### src/hdl/ntew_pkg.sv
package ntew_pkg;

    // Input field width and digit grouping
    localparam int VALUE_W            = 40;
    localparam int CODE_W             = 5;
    localparam int GROUP_BITS         = 12;
    localparam int NTEW_DIGIT_GROUPS  = 4;

    // Word codes
    localparam logic [CODE_W-1:0] CODE_ONE     = 5'd0;
    localparam logic [CODE_W-1:0] CODE_TEN     = 5'd9;
    localparam logic [CODE_W-1:0] CODE_TWENTY  = 5'd19;
    localparam logic [CODE_W-1:0] CODE_HUNDRED = 5'd27;

    // Top level control
    typedef enum logic [1:0] {
        ST_IDLE,
        ST_CONV,
        ST_EMIT
    } state_t;

    // Word slot within one group of three digits
    typedef enum logic [2:0] {
        SL_HUND,
        SL_HWORD,
        SL_TENS,
        SL_UNITS,
        SL_SCALE
    } slot_t;

    // Converter status toward the sequencer
    typedef struct packed {
        logic busy;
        logic done;
    } conv_status_t;

    // Double dabble correction of one BCD digit
    function automatic logic [3:0] bcd_adjust(input logic [3:0] d);
        bcd_adjust = (d >= 4'd5) ? d + 4'd3 : d;
    endfunction

endpackage

### src/hdl/ntew_bcd.sv
module ntew_bcd
    import ntew_pkg::*;
#(
    parameter int DIGIT_GROUPS = NTEW_DIGIT_GROUPS
)
(
    input  logic                               clk,
    input  logic                               rst_n,
    input  logic                               load,
    input  logic [VALUE_W-1:0]                 value,
    output logic [DIGIT_GROUPS*GROUP_BITS-1:0] bcd,
    output conv_status_t                       status
);

    localparam int DIGITS = DIGIT_GROUPS * 3;
    localparam int BCD_W  = DIGITS * 4;
    localparam int CNT_W  = $clog2(VALUE_W + 1);

    logic [VALUE_W-1:0] bin_reg, bin_next;
    logic [BCD_W-1:0]   bcd_reg, bcd_next;
    logic [BCD_W-1:0]   bcd_adj;
    logic [CNT_W-1:0]   cnt_reg, cnt_next;
    logic               done_reg, done_next;

    // Add-3 correction on every digit; digits above the top group drop out
    always_comb
    begin
        for (int i = 0; i < DIGITS; i++)
        begin
            bcd_adj[i*4 +: 4] = bcd_adjust(bcd_reg[i*4 +: 4]);
        end
    end

    // One binary bit shifted into the BCD register per cycle
    always_comb
    begin
        bin_next  = bin_reg;
        bcd_next  = bcd_reg;
        cnt_next  = cnt_reg;
        done_next = 1'b0;
        if (load)
        begin
            bin_next = value;
            bcd_next = '0;
            cnt_next = CNT_W'(VALUE_W);
        end
        else if (cnt_reg != '0)
        begin
            bin_next  = {bin_reg[VALUE_W-2:0], 1'b0};
            bcd_next  = {bcd_adj[BCD_W-2:0], bin_reg[VALUE_W-1]};
            cnt_next  = cnt_reg - 1'b1;
            done_next = (cnt_reg == CNT_W'(1));
        end
    end

    always_ff @(posedge clk or negedge rst_n)
    begin
        if (!rst_n)
        begin
            cnt_reg  <= '0;
            done_reg <= 1'b0;
        end
        else
        begin
            cnt_reg  <= cnt_next;
            done_reg <= done_next;
        end
    end

    always_ff @(posedge clk)
    begin
        bin_reg <= bin_next;
        bcd_reg <= bcd_next;
    end

    assign bcd         = bcd_reg;
    assign status.busy = (cnt_reg != '0);
    assign status.done = done_reg;

endmodule

### src/hdl/number_to_english_words_core.sv
// Flow: request accepted -> bit-serial binary to BCD conversion, a hand-over of the
// result into the group register, then one word slot per cycle while the output is
// not stalled, five slots per group; a zero group is passed over without stepping
// through its slots. No new request is taken until the sequencer has left its last group.
// Reset: rst_n asynchronous, active low; clears control state and output valid.
module number_to_english_words_core
    import ntew_pkg::*;
#(
    parameter int DIGIT_GROUPS = NTEW_DIGIT_GROUPS
)
(
    input  logic               clk,
    input  logic               rst_n,
    input  logic               req_valid,
    output logic               req_stall,
    input  logic [VALUE_W-1:0] value,
    output logic               word_valid,
    input  logic               word_stall,
    output logic [CODE_W-1:0]  word_code,
    output logic               is_last
);

    localparam int BCD_W = DIGIT_GROUPS * GROUP_BITS;
    localparam int POS_W = (DIGIT_GROUPS > 1) ? $clog2(DIGIT_GROUPS) : 1;

    state_t             state_reg, state_next;
    slot_t              slot_reg, slot_next;
    logic [POS_W-1:0]   pos_reg, pos_next;
    logic [BCD_W-1:0]   grp_reg, grp_next;
    logic               word_valid_reg, word_valid_next;
    logic [CODE_W-1:0]  word_code_reg, word_code_next;
    logic               is_last_reg, is_last_next;

    logic [BCD_W-1:0]   conv_bcd;
    conv_status_t       conv_status;
    logic               req_accept;

    logic [BCD_W-1:0]   grp_shift;
    logic [3:0]         dig_h, dig_t, dig_u;
    logic               grp_nz, rest_zero;
    logic               has_h, has_t, has_u, has_s;
    logic               slot_present, slot_later;
    logic [CODE_W-1:0]  slot_code;
    logic               out_free, group_done;

    assign req_accept = req_valid && !req_stall;

    ntew_bcd #(
        .DIGIT_GROUPS (DIGIT_GROUPS)
    ) u_bcd (
        .clk    (clk),
        .rst_n  (rst_n),
        .load   (req_accept),
        .value  (value),
        .bcd    (conv_bcd),
        .status (conv_status)
    );

    // Top group digits and what follows them
    assign grp_shift = grp_reg << GROUP_BITS;
    assign dig_h     = grp_reg[BCD_W-1 -: 4];
    assign dig_t     = grp_reg[BCD_W-5 -: 4];
    assign dig_u     = grp_reg[BCD_W-9 -: 4];
    assign grp_nz    = (grp_reg[BCD_W-1 -: GROUP_BITS] != '0);
    assign rest_zero = (grp_shift == '0);
    assign has_h     = (dig_h != 4'd0);
    assign has_t     = (dig_t != 4'd0);
    assign has_u     = (dig_t != 4'd1) && (dig_u != 4'd0);
    assign has_s     = (pos_reg != '0);
    assign out_free  = !word_valid_reg || !word_stall;

    // Word for the current slot, and whether any word follows it in the group
    always_comb
    begin
        slot_present = 1'b0;
        slot_later   = 1'b0;
        slot_code    = CODE_HUNDRED;
        unique case (slot_reg)
            SL_HUND:
            begin
                slot_present = has_h;
                slot_later   = 1'b1;
                slot_code    = CODE_ONE + {1'b0, dig_h} - 5'd1;
            end
            SL_HWORD:
            begin
                slot_present = has_h;
                slot_later   = has_t || has_u || has_s;
                slot_code    = CODE_HUNDRED;
            end
            SL_TENS:
            begin
                slot_present = has_t;
                slot_later   = has_u || has_s;
                slot_code    = (dig_t == 4'd1) ? CODE_TEN + {1'b0, dig_u}
                                               : CODE_TWENTY + {1'b0, dig_t} - 5'd2;
            end
            SL_UNITS:
            begin
                slot_present = has_u;
                slot_later   = has_s;
                slot_code    = CODE_ONE + {1'b0, dig_u} - 5'd1;
            end
            SL_SCALE:
            begin
                slot_present = has_s;
                slot_later   = 1'b0;
                slot_code    = CODE_HUNDRED + CODE_W'(pos_reg);
            end
            default:
            begin
                slot_present = 1'b0;
                slot_later   = 1'b0;
                slot_code    = CODE_HUNDRED;
            end
        endcase
    end

    // Group finished: zero group, or last slot passed
    assign group_done = (state_reg == ST_EMIT) &&
                        (!grp_nz ||
                         ((slot_reg == SL_SCALE) && (!slot_present || out_free)));

    // Next state
    always_comb
    begin
        state_next = state_reg;
        unique case (state_reg)
            ST_IDLE:
            begin
                if (req_valid)
                begin
                    state_next = ST_CONV;
                end
            end
            ST_CONV:
            begin
                if (conv_status.done)
                begin
                    state_next = ST_EMIT;
                end
            end
            ST_EMIT:
            begin
                if (group_done && (pos_reg == '0))
                begin
                    state_next = ST_IDLE;
                end
            end
            default:
            begin
                state_next = ST_IDLE;
            end
        endcase
    end

    // Sequencer datapath and output register
    always_comb
    begin
        slot_next       = slot_reg;
        pos_next        = pos_reg;
        grp_next        = grp_reg;
        word_valid_next = word_valid_reg && word_stall;
        word_code_next  = word_code_reg;
        is_last_next    = is_last_reg;
        unique case (state_reg)
            ST_IDLE:
            begin
                slot_next = SL_HUND;
            end
            ST_CONV:
            begin
                if (conv_status.done)
                begin
                    grp_next  = conv_bcd;
                    pos_next  = POS_W'(DIGIT_GROUPS - 1);
                    slot_next = SL_HUND;
                end
            end
            ST_EMIT:
            begin
                if (grp_nz && slot_present && out_free)
                begin
                    word_valid_next = 1'b1;
                    word_code_next  = slot_code;
                    is_last_next    = !slot_later && rest_zero;
                end
                if (group_done)
                begin
                    slot_next = SL_HUND;
                    grp_next  = grp_shift;
                    if (pos_reg != '0)
                    begin
                        pos_next = pos_reg - 1'b1;
                    end
                end
                else if (!slot_present || out_free)
                begin
                    slot_next = slot_t'(slot_reg + 3'd1);
                end
            end
            default:
            begin
                slot_next = SL_HUND;
            end
        endcase
    end

    always_ff @(posedge clk or negedge rst_n)
    begin
        if (!rst_n)
        begin
            state_reg      <= ST_IDLE;
            slot_reg       <= SL_HUND;
            pos_reg        <= '0;
            word_valid_reg <= 1'b0;
        end
        else
        begin
            state_reg      <= state_next;
            slot_reg       <= slot_next;
            pos_reg        <= pos_next;
            word_valid_reg <= word_valid_next;
        end
    end

    always_ff @(posedge clk)
    begin
        grp_reg       <= grp_next;
        word_code_reg <= word_code_next;
        is_last_reg   <= is_last_next;
    end

    assign req_stall  = (state_reg != ST_IDLE);
    assign word_valid = word_valid_reg;
    assign word_code  = word_code_reg;
    assign is_last    = is_last_reg;

    // Converter runs only while the sequencer waits for it
    a_conv_idle: assert property (@(posedge clk) disable iff (!rst_n)
        (state_reg == ST_IDLE) |-> !conv_status.busy)
        else $error("converter busy while idle");

    // Conversion result arrives only in the conversion state
    a_done_state: assert property (@(posedge clk) disable iff (!rst_n)
        conv_status.done |-> (state_reg == ST_CONV))
        else $error("conversion done outside conversion state");

    // An accepted request always starts a conversion
    a_accept_conv: assert property (@(posedge clk) disable iff (!rst_n)
        req_accept |=> (state_reg == ST_CONV) && conv_status.busy)
        else $error("request accepted without conversion");

    // Nothing follows the final word of a run right away
    a_last_gap: assert property (@(posedge clk) disable iff (!rst_n)
        (word_valid && !word_stall && is_last) |=> !word_valid)
        else $error("word emitted right after final word");

endmodule
### config.mk
export PLATFORM = sky130hd
export DESIGN_NAME = number_to_english_words_core
export DESIGN_NICKNAME = d
export VERILOG_FILES = /design/src/hdl/ntew_pkg.sv /design/src/hdl/ntew_bcd.sv /design/src/hdl/number_to_english_words_core.sv
export SDC_FILE = /design/constraint.sdc
export NUM_CORES = 1
export LEC_CHECK = 0
export BUFFER_PORTS_ARGS = -buffer_cell sky130_fd_sc_hd__clkbuf_2
export CORE_MARGIN = 2
export CORE_UTILIZATION = 55
export CTS_CLUSTER_SIZE = 30
export DETAILED_ROUTE_END_ITERATION = 12
export PLACE_DENSITY_LB_ADDON = 0.2
export SKIP_LAST_GASP = 1
export SLEW_MARGIN = 25
export SYNTH_ARGS = -nofsm -noshare
export SYNTH_HDL_FRONTEND = slang
export SYNTH_SLANG_ARGS = --single-unit
### constraint.sdc
create_clock -name clk -period 4.99 [get_ports clk]
set_input_delay 0.998 -clock clk [delete_from_list [all_inputs] [get_ports clk]]
set_output_delay 0.998 -clock clk [all_outputs]
set_load 0.02 [all_outputs]
==> run metrics <==
io pins 52; Final Skew 0.008912 ns; syn_area_per_cell 9.584 µm²; Num CTS Buffers 17; Most common cell on crit path inv_1; die width 122.3 µm; Skew-Pair Late Insertion Delay 0.42 ns; layout cell share with drive strength beyond 1 0.1238; synthesized instance count 803; Reg2Reg Setup Slack 1.94 ns; global-route wire length before repair 27.62 mm; hold buffers post-CTS 0; DRC 0; initial core utilization 0.5588; Buf/Inv on CP 2; Synth Warn # 0; core area 13770 µm²; Hold Fails Final Rpt 0; Max Freq 0.3276 GHz; FF-to-FF End is_last$_DFFE_PP_; outcome finished, final reports clean; crit-path cells inv_1 > ha_1 > inv_1 > nor3_1 > o21a_1 > o21ai_2 > a21oi_1; antenna cells 0; r2r worst-path depth 7; CTS root buf clkbuf_16; vias per cell about 5.6; hold crit path type flip-flop to flip-flop; Yosys cell types 55; port bufs between 50 and 60; Crit Path Category flip-flop to flip-flop; H-Tree Depth 4; CP Depth 7; Yosys top cell area share 0.3668; drt wl/cell 16.40 µm; most numerous cell in the Yosys netlist nand2_1; Setup crit end is_last$_DFFE_PP_; area of the multi-input gates between 3000 and 4000 µm²; initial antenna violation count 0; Tcrit/Tclk final 0.6118; fin. max-slew vios 0; setup violators final 0; drt pass-1 iters 5; GRT Total Usage 0.2377; global route overflow 0; # rows 43; Slew @ Worst Pin 1.035 ns; HPWL after detailed placement approximately 12 mm; synthesized area 7696 µm²; via count 5897; placed inst area 8142 µm²; max_cap viols 0; top cells by area, synth edfxtp_1 37%, dfxtp_1 12%, nand2_1 11%; fraction of registers with async set/reset 0.09554; Antenna Violating Nets Remaining 0; worst hold stages 2; vias in the first global route roughly 5700; ys flop type edfxtp_1; area grow syn2layout 14.03%; Slowest-stage cell, CP dfrtp_1; Leakage approximately 3.5 nW; #FFs+latches synth 157; critical path's top delay family compound AO/OA/AOI/OAI gates; RD Place Congestion 0.8253; postcts setup bufs 0; Seq/Total Area, Yosys 0.5404; number of flops mapped to enable cells by yosys 94; CTS tree built; Largest stage delay, worst path 0.56 ns; cell area after layout a little under 9000 µm²; Worst Setup Start Kind flip-flop; largest net degree at the start of global routing 65; Worst Setup End Kind flip-flop; top post-synthesis cells by count 220 x nand2_1, 94 x edfxtp_1, 53 x o21ai_0; Worst Setup SP slot_reg[2]$_DFFE_PN0P_; final WL 17.13 mm; die area between 10000 and 15000 µm²; setup TNS 0 ns; CP arrival 3.11 ns; Seq. cell area 4159 µm²; unrepaired setup endpoints after global routing false; CTS Buffer Depth 2; crit-path max FO 16; register clock-pin slew on the reported worst setup and hold paths around 0.060 ns; # nets final 933; Initial DRC Count 492; Resized Gates After CTS 0; minimum clock period 3.053 ns; peak supply drop about 0.22 mV; Mapped Nets slightly below 900; Filler cells 1151; Die Ht 122.3 µm; Critical Path RT 5.05 ns; area leader, netlist edfxtp_1; reg2reg start slot_reg[2]$_DFFE_PN0P_; clk sinks 157; Slew headroom 0.3077; Cell Pwr Density 345.3 nW/µm²
how the worst min path moves through the flow:
stage                                      to                         from  slack, ns
floorplan           u_bcd.bcd[0]$_SDFFE_PP0P_  u_bcd.bin_reg[39]$_DFFE_PP_       0.42
global placement    u_bcd.bcd[0]$_SDFFE_PP0P_  u_bcd.bin_reg[39]$_DFFE_PP_       0.45
detailed placement  u_bcd.bcd[0]$_SDFFE_PP0P_  u_bcd.bin_reg[39]$_DFFE_PP_       0.46
CTS                 u_bcd.bcd[0]$_SDFFE_PP0P_  u_bcd.bin_reg[39]$_DFFE_PP_       0.47
global route             word_valid$_DFF_PN0_                        rst_n       0.50
finish              u_bcd.bcd[0]$_SDFFE_PP0P_  u_bcd.bin_reg[39]$_DFFE_PP_       0.46
cell type report:
type,instances,area share
sequential,157,0.4739
multi-input combinational,573,0.3738
clock buffer,18,0.05004
timing repair buffer,61,0.03992
tap,180,0.02566
clock inverter,14,0.01910
inverter,41,0.01754
worst register-to-register path, delay by kind of cell (launching register included):
kind,cells,cell delay [ns]
compound gates,3,0.82
flops,1,0.56
simple gates,1,0.45
fa+ha+maj,1,0.43
buf+inv,2,0.42
cells by family (layout without fill, tap and decap cells):
kind of cell	count (synthesis)	after routing	share of synthesized area
adders and majority gates	38	38	0.06178
xor gates and xnor gates	21	21	0.02390
muxes	7	7	0.009429
DFF	157	157	0.5404
buffers and inverters	73	134	0.03593
AOI/OAI and AO/OA	173	173	0.1393
and+or+nand+nor	334	334	0.1892
cell usage in the layout, fill, tap and decap left out, drive strengths merged, types with 5 or more instances in the layout:
cell type / n
ha: 38
clkbuf: 69
o31ai: 15
o22ai: 21
buf: 10
xnor2: 19
dfrtp: 15
o21ai: 55
nand2: 220
mux2i: 5
nor2: 40
a32o: 11
a21oi: 45
clkinv: 6
nor4: 10
nand3: 5
dfxtp: 48
nor3: 9
nand2b: 14
inv: 42
nor3b: 11
edfxtp: 94
and2: 7
per-stage QoR:
step / util / std cells / total power, mW / setup WS [ns] / hold slack [ns]
5_1_grt: 0.6372 / 1044 / 3.138 / 1.773 / 0.4953
3_5_place_dp: 0.5911 / 1011 / 1.737 / 1.711 / 0.4599
4_1_cts: 0.6352 / 1043 / 3.043 / 1.699 / 0.4658
6_report: 0.6372 / 1044 / 3.030 / 1.937 / 0.4600
3_3_place_gp: 0.5911 / 1011 / 1.735 / 1.762 / 0.4476
2_1_floorplan: - / 803 / 1.644 / 0.8842 / 0.4178
power by group:
| part | internal, mW | leakage (nW) | switching [mW] |
|---|---|---|---|
| clock | 0.798 | 0.284 | 0.517 |
| sequential | 1.40 | 1.30 | 0.0209 |
| combinational | 0.114 | 1.95 | 0.175 |
| total | 2.32 | 3.53 | 0.713 |
routing by layer:
layer,GRT usage,vias to the layer above,part of all wire
met5,0,-,0
met3,0.04089,35,0.037
li1,-,2915,-
met2,0.3840,142,0.49
met1,0.3171,2805,0.45
met4,0.1013,0,0.024
Note: power is estimated with default switching activity, not from simulation.
